`src/udec_pkg.sv`:
```
`default_nettype none
package udec_pkg;

  // Characters that steer the decoder.
  localparam logic [7:0] ChPct   = 8'h25;
  localparam logic [7:0] ChU     = 8'h75;
  localparam logic [7:0] ChPlus  = 8'h2B;
  localparam logic [7:0] ChSpace = 8'h20;

  // Largest number of bytes a single input item can produce.
  localparam int RecBytes = 6;

  // Default depth of the queue between front and back.
  localparam int QueueDepth = 4;

  // Escape phase of the front part.
  typedef enum logic [1:0] {
    PH_IDLE = 2'd0,
    PH_PCT  = 2'd1,
    PH_HEX  = 2'd2,
    PH_UNI  = 2'd3
  } phase_t;

  // Result of classifying a byte as a hex digit.
  typedef struct packed {
    logic       ok;
    logic [3:0] val;
  } hex_t;

  // Everything one input item produces, as handed from front to back.
  typedef struct packed {
    logic [RecBytes-1:0][7:0] bytes;
    logic [2:0]               n;
    logic                     last;
    logic                     bare;
  } rec_t;

  // Hex digit decode: only 0-9, A-F and a-f count.
  function automatic hex_t hex_decode(input logic [7:0] c);
    hex_t h;
    h.ok  = 1'b0;
    h.val = 4'd0;
    if (c inside {[8'h30:8'h39]}) begin
      h.ok  = 1'b1;
      h.val = c[3:0];
    end else if (c inside {[8'h41:8'h46], [8'h61:8'h66]}) begin
      h.ok  = 1'b1;
      h.val = c[3:0] + 4'd9;
    end
    return h;
  endfunction

endpackage
`default_nettype wire

```
`src/url_percent_decoder.sv`:
```
// URL percent decoder.
// Input channel: in_valid / in_stall with in_byte and text_last; text_last
// marks the final byte of a text. Output channel: out_valid / out_stall with
// out_byte, has_byte, run_end and text_end. An item moves on a rising edge
// where valid is high and stall is low.
// Each input byte yields zero to six output items; run_end flags the last
// output item of an input byte, text_end the last one of the text. A final
// byte that yields nothing gives one marker item with has_byte low.
// The front part classifies one byte per cycle while the queue has room and
// writes a record of its results into a small queue; the back part plays the
// records out one item per cycle while out_stall is low. A record is first
// registered in the queue. Sustained rate is one input byte per cycle while
// each byte yields at most one output item and out_stall is low; otherwise
// the back part sets the pace. in_stall rises only when the queue is full, so
// a stalled receiver backs up through the queue with nothing lost.
// Reset is synchronous: it empties the queue and leaves the decoder with no
// escape pending.
`default_nettype none
module url_percent_decoder
  import udec_pkg::*;
#(
  parameter int QDepth = QueueDepth
)
(
  input  wire logic       clk,
  input  wire logic       rst,
  input  wire logic       in_valid,
  output logic            in_stall,
  input  wire logic [7:0] in_byte,
  input  wire logic       text_last,
  output logic            out_valid,
  input  wire logic       out_stall,
  output logic [7:0]      out_byte,
  output logic            has_byte,
  output logic            run_end,
  output logic            text_end
);

  logic push;
  rec_t push_rec;
  logic q_full;
  logic pop;
  rec_t head;
  logic head_valid;

  udec_front u_front (
    .clk       (clk),
    .rst       (rst),
    .in_valid  (in_valid),
    .in_stall  (in_stall),
    .in_byte   (in_byte),
    .text_last (text_last),
    .q_full    (q_full),
    .push      (push),
    .push_rec  (push_rec)
  );

  udec_fifo #(
    .Depth (QDepth)
  ) u_fifo (
    .clk        (clk),
    .rst        (rst),
    .push       (push),
    .push_rec   (push_rec),
    .full       (q_full),
    .pop        (pop),
    .head       (head),
    .head_valid (head_valid)
  );

  udec_back u_back (
    .clk        (clk),
    .rst        (rst),
    .head       (head),
    .head_valid (head_valid),
    .pop        (pop),
    .out_valid  (out_valid),
    .out_stall  (out_stall),
    .out_byte   (out_byte),
    .has_byte   (has_byte),
    .run_end    (run_end),
    .text_end   (text_end)
  );

endmodule
`default_nettype wire

```
`src/udec_front.sv`:
```
`default_nettype none
module udec_front
  import udec_pkg::*;
(
  input  wire logic       clk,
  input  wire logic       rst,
  input  wire logic       in_valid,
  output logic            in_stall,
  input  wire logic [7:0] in_byte,
  input  wire logic       text_last,
  input  wire logic       q_full,
  output logic            push,
  output rec_t            push_rec
);

  phase_t      phase, phase_next;
  logic [7:0]  held [3];
  logic [7:0]  held_next [3];
  logic [1:0]  dcnt, dcnt_next;
  logic [11:0] code, code_next;

  logic        accept;
  logic [7:0]  lst [RecBytes];
  logic [2:0]  n;
  hex_t        hx;
  logic [15:0] cp;
  logic        brk;
  logic        plain;

  assign in_stall = q_full;
  assign accept   = in_valid & ~q_full;

  // Escape state register.
  always_ff @(posedge clk) begin
    if (rst) begin
      phase <= PH_IDLE;
      dcnt  <= 2'd0;
      code  <= 12'd0;
    end else if (accept) begin
      phase <= phase_next;
      dcnt  <= dcnt_next;
      code  <= code_next;
    end
  end

  // Held escape digits carry no reset.
  always_ff @(posedge clk) begin
    if (accept) begin
      held <= held_next;
    end
  end

  // Next state and the list of bytes this item produces.
  always_comb begin
    phase_next = phase;
    held_next  = held;
    dcnt_next  = dcnt;
    code_next  = code;
    n          = 3'd0;
    for (int k = 0; k < RecBytes; k++) lst[k] = 8'd0;
    hx    = hex_decode(in_byte);
    cp    = {code, hx.val};
    brk   = 1'b0;

    case (phase)
      PH_PCT: begin
        if (in_byte == ChU) begin
          phase_next = PH_UNI;
          dcnt_next  = 2'd0;
          code_next  = 12'd0;
        end else if (hx.ok) begin
          phase_next   = PH_HEX;
          held_next[0] = in_byte;
          dcnt_next    = 2'd1;
          code_next    = {8'd0, hx.val};
        end else begin
          brk = 1'b1;
        end
      end
      PH_HEX: begin
        if (hx.ok) begin
          lst[n]     = {code[3:0], hx.val};
          n          = n + 3'd1;
          phase_next = PH_IDLE;
          dcnt_next  = 2'd0;
          code_next  = 12'd0;
        end else begin
          brk = 1'b1;
        end
      end
      PH_UNI: begin
        if (hx.ok) begin
          if (dcnt != 2'd3) begin
            held_next[dcnt] = in_byte;
            dcnt_next       = dcnt + 2'd1;
            code_next       = {code[7:0], hx.val};
          end else begin
            // Full code point: encode as UTF-8, surrogates give nothing.
            if (cp < 16'h0080) begin
              lst[n] = {1'b0, cp[6:0]};
              n      = n + 3'd1;
            end else if (cp < 16'h0800) begin
              lst[n] = {3'b110, cp[10:6]};
              n      = n + 3'd1;
              lst[n] = {2'b10, cp[5:0]};
              n      = n + 3'd1;
            end else if (cp[15:11] != 5'b11011) begin
              lst[n] = {4'b1110, cp[15:12]};
              n      = n + 3'd1;
              lst[n] = {2'b10, cp[11:6]};
              n      = n + 3'd1;
              lst[n] = {2'b10, cp[5:0]};
              n      = n + 3'd1;
            end
            phase_next = PH_IDLE;
            dcnt_next  = 2'd0;
            code_next  = 12'd0;
          end
        end else begin
          brk = 1'b1;
        end
      end
      default: ;
    endcase

    plain = brk | (phase == PH_IDLE);

    // A broken escape gives back its characters literally.
    if (brk) begin
      lst[n] = ChPct;
      n      = n + 3'd1;
      if (phase == PH_UNI) begin
        lst[n] = ChU;
        n      = n + 3'd1;
      end
      for (int k = 0; k < 3; k++) begin
        if (2'(k) < dcnt) begin
          lst[n] = held[k];
          n      = n + 3'd1;
        end
      end
      phase_next = PH_IDLE;
      dcnt_next  = 2'd0;
      code_next  = 12'd0;
    end

    // Ordinary text handling of the current byte.
    if (plain) begin
      if (in_byte == ChPct) begin
        phase_next = PH_PCT;
        dcnt_next  = 2'd0;
        code_next  = 12'd0;
      end else if (in_byte == ChPlus) begin
        lst[n] = ChSpace;
        n      = n + 3'd1;
      end else begin
        lst[n] = in_byte;
        n      = n + 3'd1;
      end
    end

    // At end of text a pending escape is flushed as literal characters.
    if (text_last && (phase_next != PH_IDLE)) begin
      lst[n] = ChPct;
      n      = n + 3'd1;
      if (phase_next == PH_UNI) begin
        lst[n] = ChU;
        n      = n + 3'd1;
      end
      for (int k = 0; k < 3; k++) begin
        if (2'(k) < dcnt_next) begin
          lst[n] = held_next[k];
          n      = n + 3'd1;
        end
      end
      phase_next = PH_IDLE;
      dcnt_next  = 2'd0;
      code_next  = 12'd0;
    end
  end

  // Record for the back part; an empty final item becomes a bare marker.
  always_comb begin
    for (int k = 0; k < RecBytes; k++) push_rec.bytes[k] = lst[k];
    push_rec.bare = (n == 3'd0);
    push_rec.n    = (n == 3'd0) ? 3'd1 : n;
    push_rec.last = text_last;
  end

  assign push = accept & ((n != 3'd0) | text_last);

endmodule
`default_nettype wire

```
`src/udec_fifo.sv`:
```
`default_nettype none
module udec_fifo
  import udec_pkg::*;
#(
  parameter int Depth = QueueDepth
)
(
  input  wire logic clk,
  input  wire logic rst,
  input  wire logic push,
  input  wire rec_t push_rec,
  output logic      full,
  input  wire logic pop,
  output rec_t      head,
  output logic      head_valid
);

  localparam int PtrW = (Depth > 1) ? $clog2(Depth) : 1;
  localparam int CntW = $clog2(Depth + 1);

  rec_t            mem [Depth];
  logic [PtrW-1:0] wptr, rptr;
  logic [CntW-1:0] count;

  // Full depends on the stored count only, so the stall path stays registered.
  assign full       = (count == CntW'(Depth));
  assign head_valid = (count != '0);
  assign head       = mem[rptr];

  // Record storage.
  always_ff @(posedge clk) begin
    if (push) begin
      mem[wptr] <= push_rec;
    end
  end

  // Pointers and fill count.
  always_ff @(posedge clk) begin
    if (rst) begin
      wptr  <= '0;
      rptr  <= '0;
      count <= '0;
    end else begin
      if (push) begin
        wptr <= (wptr == PtrW'(Depth - 1)) ? '0 : wptr + PtrW'(1);
      end
      if (pop) begin
        rptr <= (rptr == PtrW'(Depth - 1)) ? '0 : rptr + PtrW'(1);
      end
      count <= count + CntW'(push) - CntW'(pop);
    end
  end

endmodule
`default_nettype wire

```
`src/udec_back.sv`:
```
`default_nettype none
module udec_back
  import udec_pkg::*;
(
  input  wire logic       clk,
  input  wire logic       rst,
  input  wire rec_t       head,
  input  wire logic       head_valid,
  output logic            pop,
  output logic            out_valid,
  input  wire logic       out_stall,
  output logic [7:0]      out_byte,
  output logic            has_byte,
  output logic            run_end,
  output logic            text_end
);

  logic [2:0] idx;
  logic       take;

  assign out_valid = head_valid;
  assign take      = head_valid & ~out_stall;

  // Present one byte of the head record at a time.
  assign out_byte = head.bytes[idx];
  assign has_byte = ~head.bare;
  assign run_end  = (idx == head.n - 3'd1);
  assign text_end = run_end & head.last;
  assign pop      = take & run_end;

  // Byte index within the head record.
  always_ff @(posedge clk) begin
    if (rst) begin
      idx <= 3'd0;
    end else if (take) begin
      idx <= run_end ? 3'd0 : idx + 3'd1;
    end
  end

endmodule
`default_nettype wire
```
`config.mk`:
```
export PLATFORM = sky130hd
export DESIGN_NAME = url_percent_decoder
export DESIGN_NICKNAME = d
export VERILOG_FILES = /design/src/udec_pkg.sv /design/src/url_percent_decoder.sv /design/src/udec_front.sv /design/src/udec_fifo.sv /design/src/udec_back.sv
export SDC_FILE = /design/constraint.sdc
export NUM_CORES = 1
export LEC_CHECK = 0
export ABC_AREA = 1
export BUFFER_PORTS_ARGS = -buffer_cell sky130_fd_sc_hd__buf_4
export CORE_ASPECT_RATIO = 1.4
export CORE_MARGIN = 8
export CORE_UTILIZATION = 30
export DETAILED_ROUTE_END_ITERATION = 10
export GPL_ROUTABILITY_DRIVEN = 0
export GPL_TIMING_DRIVEN = 0
export SYNTH_ARGS = -nofsm -noshare
export SYNTH_HDL_FRONTEND = slang
export SYNTH_SLANG_ARGS = --single-unit
```
`constraint.sdc`:
```
create_clock -name clk -period 10.4 [get_ports clk]
set_clock_uncertainty 0.05 [all_clocks]
set_input_delay 0.52 -clock clk [delete_from_list [all_inputs] [get_ports clk]]
set_output_delay 0.52 -clock clk [all_outputs]
set_load 0.02 [all_outputs]
```
Yosys cells after proc, flatten, opt, wreduce, memory -nomap -nowiden
Memories as Yosys holds them, arrays and structs flattened. A register that Yosys moved wholly into a read port is not among the register bits.
Cells that the tools add are included.
- flip-flop bits (word level): 50
- bits in writable memories: 212
- bits of input ports: 13
- memories: 1
- memories (name ; depth ; width ; rd ports ; clocked after Yosys merged registers in ; write ports ; RTL line ; text):
    u_fifo.mem ; 4 ; 53 ; 1 ; 1 ; 1 ; udec_fifo.sv:21 ; rec_t mem [Depth];
- $add $sub $neg: 19
- $lt $le $gt $ge: 39
- equality and inequality tests: 13
- mux-type cells: 137
- bitwise operators: 37
- reductions and logical operators: 23
- operators with widths (cell ; count):
    $mux 48 ; 19
    $bwmux 48 ; 7
    $demux 8 s3 ; 11
    $mux 8 ; 18
    $mux 24 ; 5
    $mux 12 ; 9
    $mux 3 ; 23
    $mux 16 ; 4
    $and 30x30->30 ; 2
    $not 30->30 ; 2
    $or 30x30->30 ; 2
    $mux 2 ; 24
    $ge 4x4->1 const B ; 11
    $lt 4x1->1 const B ; 11
    $not 3->4 ; 11
    $and 42x42->42 ; 1
    $not 42->42 ; 1
    $add 3x1->3 const B ; 12
    $and 18x18->18 ; 2
    $not 18->18 ; 2
    $or 18x18->18 ; 2
    $pmux 12 s3 ; 1
    $pmux 8 s2 ; 2
    $bmux 8 s3 ; 1
    other kinds (42) ; 85

Longest topological paths before layout
- depth in word-level cells: 47
- depth in mapped cells: 58
- mapped depth without buffers: 58

Hierarchy
From an unflattened synthesis, not the netlist that was laid out.
- cell total of the unflattened synthesis: 2409
- area total of the unflattened synthesis: 17810.8 um^2
- by module, submodules not included (module ; instances ; cells an instance ; area an instance (um^2) ; sequential area each (um^2)):
    udec_fifo ; 1 ; 678 ; 8828.5 ; 6546.3
    udec_front ; 1 ; 1607 ; 8298.0 ; 1041.0
    udec_back ; 1 ; 124 ; 684.4 ; 60.1

Worst setup path before layout
OpenSTA, ideal clock, no wires.
- path type: in2reg
- start: in in_byte[0]
- end: mem u_fifo.mem[3][0] in the netlist's numbering, enable pin
- setup time: 0.464 ns
- data arrival time: 9.080 ns
- required time: 9.886 ns
- path slack: 0.806 ns
- cell stages on the path: 47
- path through: inv_1 ha_1 o21ai_1 nand2_1 nand2_2 nand2_4 nand2_2 buf_4 nand2_1 inv_1 ha_1 xor2_2 ha_1 nand2_1 o21ai_2 ha_1 nand2_1 nand2_2 [... 11 more ...] inv_1 nand2_1 nand2_1 ha_1 o21ai_2 inv_1 ha_1 o21ai_2 inv_1 ha_1 nand2_1 o21ai_1 o21ai_2 nand4_2 nor2_1 nor2_2 inv_2 nor2_1
- longest elaborated chain between the ends: 45
- elaborated cells on any way between the ends: 83
- those cells by class: add/sub: 12; order compare: 11; eq/ne: 3; mux: 47; bitwise: 3; reduce/logical: 7
- RTL lines (element ; RTL line ; text):
    from (decl) ; url_percent_decoder.sv:29 ; input wire logic [7:0] in_byte,
    $ge 8x7->1 or $le 8x7->1 (tied branches) ; udec_pkg.sv:46 ; end else if (c inside {[8'h41:8'h46], [8'h61:8'h66]}) begin
    $logic_and 1x1->1 ; udec_pkg.sv:46 ;
    $reduce_bool 2->1 ; udec_pkg.sv:46 ;
    $mux 5 ; udec_pkg.sv:46 ;
    $mux 5 ; udec_pkg.sv:43 ; if (c inside {[8'h30:8'h39]}) begin
    $lt 16x12->1 ; udec_front.sv:102 ; end else if (cp < 16'h0800) begin
    $mux 2 ; udec_front.sv:102 ;
    $mux 3 ; udec_front.sv:99 ; if (cp < 16'h0080) begin
    [... 29 more ...] ; n/a ;
    $add 3x1->3 ; udec_front.sv:173 ; n = n + 3'd1;
    $mux 3 ; udec_front.sv:171 ; if (2'(k) < dcnt_next) begin
    $mux 3 (*) ; udec_front.sv:163 ; if (text_last && (phase_next != PH_IDLE)) begin
    $reduce_bool 3->1 (*) ; udec_front.sv:190 ; assign push = accept & ((n != 3'd0) | text_last);
    $or 1x1->1 (*) ; udec_front.sv:190 ;
    $and 1x1->1 (*) ; udec_front.sv:190 ;
    $mux 1 (*) ; udec_fifo.sv:32 ; if (push) begin
    $mux 1 (implied by the code) (*) ; udec_fifo.sv:33 ; mem[wptr] <= push_rec;
    to (decl) ; udec_fifo.sv:21 ;
Every way passes the cells marked *; elsewhere a longest branch is shown, timed or not. The select of a mux whose other input is x is not followed.

Worst setup path after layout
- start: reg u_front.dcnt[1]
- end: reg u_fifo.count[1]
- longest elaborated chain between the ends: 38
- elaborated cells on any way between the ends: 63
- those cells by class: add/sub: 14; order compare: 6; eq/ne: 2; mux: 36; bitwise: 2; reduce/logical: 3
- RTL lines (element ; RTL line ; text):
    from (decl) ; udec_front.sv:19 ; logic [1:0] dcnt, dcnt_next;
    from (signal assigned) ; udec_front.sv:41 ; dcnt <= dcnt_next;
    $ne 2x2->1 ; udec_front.sv:93 ; if (dcnt != 2'd3) begin
    $mux 3 ; udec_front.sv:93 ;
    $mux 3 ; udec_front.sv:92 ; if (hx.ok) begin
    $pmux 3 s2 ; udec_front.sv:65 ; case (phase)
    $add 3x1->3 ; udec_front.sv:131 ; n = n + 3'd1;
    $add 3x1->3 ; udec_front.sv:134 ; n = n + 3'd1;
    $mux 3 ; udec_front.sv:132 ; if (phase == PH_UNI) begin
    $mux 3 ; udec_front.sv:129 ; if (brk) begin
    [... 22 more ...] ; n/a ;
    $add 3x1->3 ; udec_front.sv:173 ;
    $mux 3 ; udec_front.sv:171 ;
    $mux 3 (*) ; udec_front.sv:163 ;
    $reduce_bool 3->1 (*) ; udec_front.sv:190 ;
    $or 1x1->1 (*) ; udec_front.sv:190 ;
    $and 1x1->1 (*) ; udec_front.sv:190 ;
    $add 3x1->3 (*) ; udec_fifo.sv:50 ; count <= count + CntW'(push) - CntW'(pop);
    $sub 3x1->3 (*) ; udec_fifo.sv:50 ;
    to (signal assigned) ; udec_fifo.sv:50 ;
    to (decl) ; udec_fifo.sv:23 ; logic [CntW-1:0] count;
Marked as above.
A chain may end at the register's enable or synchronous reset.

==> results by group <==
Timing
  • Pins Over Slew Limit: 0
  • Post-route worst setup slack: 1.224 ns
  • Final period utilization: 88.23%
  • Slew HR: 18.48%
  • Fin crit period: 9.176 ns
  • Slew @ Worst Pin: 1.223 ns
  • Max Clock Freq: 109.0 MHz
  • Final setup vio count: 0
  • RSZ-0062 raised after global routing: no
  • Hold Vio Cnt, Final: 0

CTS
  • Clock latency on the worst-skew pair: 0.55 ns
  • Root Driver: clkbuf_16
  • CTS H-tree lvls: 1
  • Post-CTS Hold Buffers: 0
  • PostCTS Resize Cnt: 0
  • CTS Sinks: 264
  • TritonCTS buffer count: 25
  • CTS max path bufs: 3
  • # Post-CTS Setup Buffers: 0
  • Clock slew at reported path FFs: 0.07 ns
  • TritonCTS clock tree: yes

Placed design
  • PortBufs: 20
  • DP HPWL: 52760 um
  • DP Worst Slack: 0.8609 ns

Pwr
  • Flop pwr share: 38.0%
  • Internal: 2.173 mW
  • Combinational power share: 34.1%
  • NetSw: 1.342 mW
  • PwrDens: 181.5 mW/mm^2
  • Overall Power: 3.515 mW
  • Worst vdd ir: 0.09914 mV
  • Leak pwr: 7.974 nW
  • Switch share: 38.17%
  • Clock share of power: 27.9%

Cells and area
  • Storage cell area: 0.007647 mm^2
  • Layout fillers: 5935
  • Final core occ: 33.89%
  • Nets: 2317
  • Proportion of layout cells with a drive suffix above 1: 9.436%
  • Multi-input logic area: 0.008322 mm^2
  • Syn-to-layout area delta: 12.48%

Floorplanning
  • Die ar.: 0.06540 mm^2
  • Die height: 299.4 um
  • Die Span X: 218.4 um
  • Core area: 0.05712 mm^2
  • Initial core utilization: 30.13%
  • # rows: 104
  • Top Ports: 26

Drt
  • Detailed Routing Iterations Pass 1: 6
  • Detail Route Antenna Nets: 0
  • Avg WL per Cell: 23.46 um
  • Vias/cell: 5.672
  • Vias: 17200
  • Final WL: 71120 um
  • Residual DRC: 0
  • DRT iter0 DRCs: 1890

Worst setup path
  • CP Launch Type: flop
  • CP top delay family: adder cells
  • Worst Path Arrival: 9.54 ns
  • CP bufs+invs: 10
  • CP endpoint kind: flop
  • CP required: 10.76 ns
  • Crit-path max FO: 10
  • Critical Path Most Common Cell: ha_1
  • Worst path slowest cell: dfxtp_1
  • Max incr delay on CP: 0.62 ns
  • Crit Path Category: reg -> reg

Yosys
  • Yosys reg bits: 264
  • Post-Synthesis Cells: 2216
  • Top cells by area, synth: edfxtp_1, nand2_1, o21ai_0, nor2_1, inv_1
  • Register area share after synthesis: 44.43%
  • Syn_nets: 2262
  • Asr flop ratio synth: 0%
  • Yosys warnings: 0
  • Post-synth top cells: nand2_1, o21ai_0, edfxtp_1, nor2_1, inv_1
  • Syn avg cell area: 7.767 um^2
  • Post-synth EDFFs: 236
  • Yosys top cell area share: 41.17%
  • Most instantiated library cell after synthesis: nand2_1
  • Top cell type by total area after synthesis: edfxtp_1
  • Unique masters post-synth: 52
  • Main synth FF type: edfxtp_1
  • Synthesized cell area: 0.01721 mm^2

Hold path
  • Hold Path Class: in -> reg

Global routing
  • Largest net degree at the start of global routing: 34
  • Gr usage total: 21.22%
  • Number of global-route vias before repair: 16510
  • Gr ovfl total: 0
  • Antenna violations before repair: 0
  • First-pass GRT wire length: 105100 um

Status
  • Status: completed

Run
  • Max Cap Viol: 0
## power by group through the flow
stage | combinational, mW | sequential, mW | clock (mW)
after global routing | 1.29 | 1.34 | 1.03
after detailed placement | 1.18 | 1.35 | 0
after CTS | 1.18 | 1.33 | 0.988
after floorplan | 0.698 | 1.33 | 0
final | 1.20 | 1.34 | 0.981
after global placement | 1.14 | 1.36 | 0
## layer usage
layer  routed length [um]  track usage, %  vias to the layer above
li1                     -               -                     7752
met1                24710           23.74                     7984
met2                33450           35.61                     1101
met3                 6642           4.277                      360
met4                 6318           15.11                        0
met5                    0               0                        -
## worst reg2reg max path: cells and delay by family (launching register included)
kind / cells / cell delay, ns
AO/OA/AOI/OAI: 6 / 1.00
XOR/XNOR: 1 / 0.24
adder cells (fa/ha/maj): 13 / 3.81
buffers and inverters: 10 / 1.20
flip-flops: 1 / 0.62
AND/OR/NAND/NOR: 19 / 2.12
## placed cells by master (no fill, tap or decap), types with 32 or more instances in the layout
master,synthesis,layout
edfxtp_1,236,236
clkbuf_1,66,69
a21oi_1,120,120
nand3_1,127,127
nand2_1,559,559
nor2_1,210,207
o22ai_1,35,35
o221ai_1,36,36
inv_1,194,194
o21ai_0,256,256
o211ai_1,63,63
ha_1,32,32
## final timing paths
kind	end	slack, ns	startpoint	depth (start not counted)
max	u_fifo.count[1]	1.22	u_front.dcnt[1]	49
min	u_fifo.mem[1][1]	0.18	text_last	1
max reg2reg	u_fifo.count[1]	1.22	u_front.dcnt[1]	49
min reg2reg	u_front.code[4]	0.45	u_front.code[4]	2
## through the flow
step / instances / area, um^2 / TNS [ns] / hold WS (ns)
2_1_floorplan: 2216 / 17210 / 0 / 0.4085
3_5_place_dp: 2986 / 18490 / 0 / 0.4353
3_3_place_gp: 2978 / 18290 / -398.90 / 0.4263
5_1_grt: 3031 / 19360 / 0 / 0.1727
6_report: 3032 / 19360 / 0 / 0.1833
4_1_cts: 3031 / 19360 / 0 / 0.1677
## kinds of logic after synthesis
group,Yosys count,synth area share (%)
simple gates,999,25.26
compound gates,589,19.94
buf+inv,322,7.385
flops,264,44.43
fa+ha+maj,33,2.442
xor+xnor,9,0.5452
## area by class of cell
type | instances | area share, %
tap | 742 | 4.795
multi-input combinational | 1630 | 42.98
inverter | 229 | 4.446
clock buffer | 28 | 3.289
antenna | 1 | 0.01292
clock inverter | 17 | 1.176
sequential | 264 | 39.50
buffer | 93 | 2.120
timing repair buffer | 28 | 1.680
## state kept, by name (all words and copies together), names as in the netlist, named ones only
signal,count
u_fifo.wptr,2
u_front.code,12
u_front.phase,2
u_fifo.mem,212
u_front.held,24
u_fifo.rptr,2
u_fifo.count,3
u_front.dcnt,2
u_back.idx,3
Power figures use the tool's default switching activity.
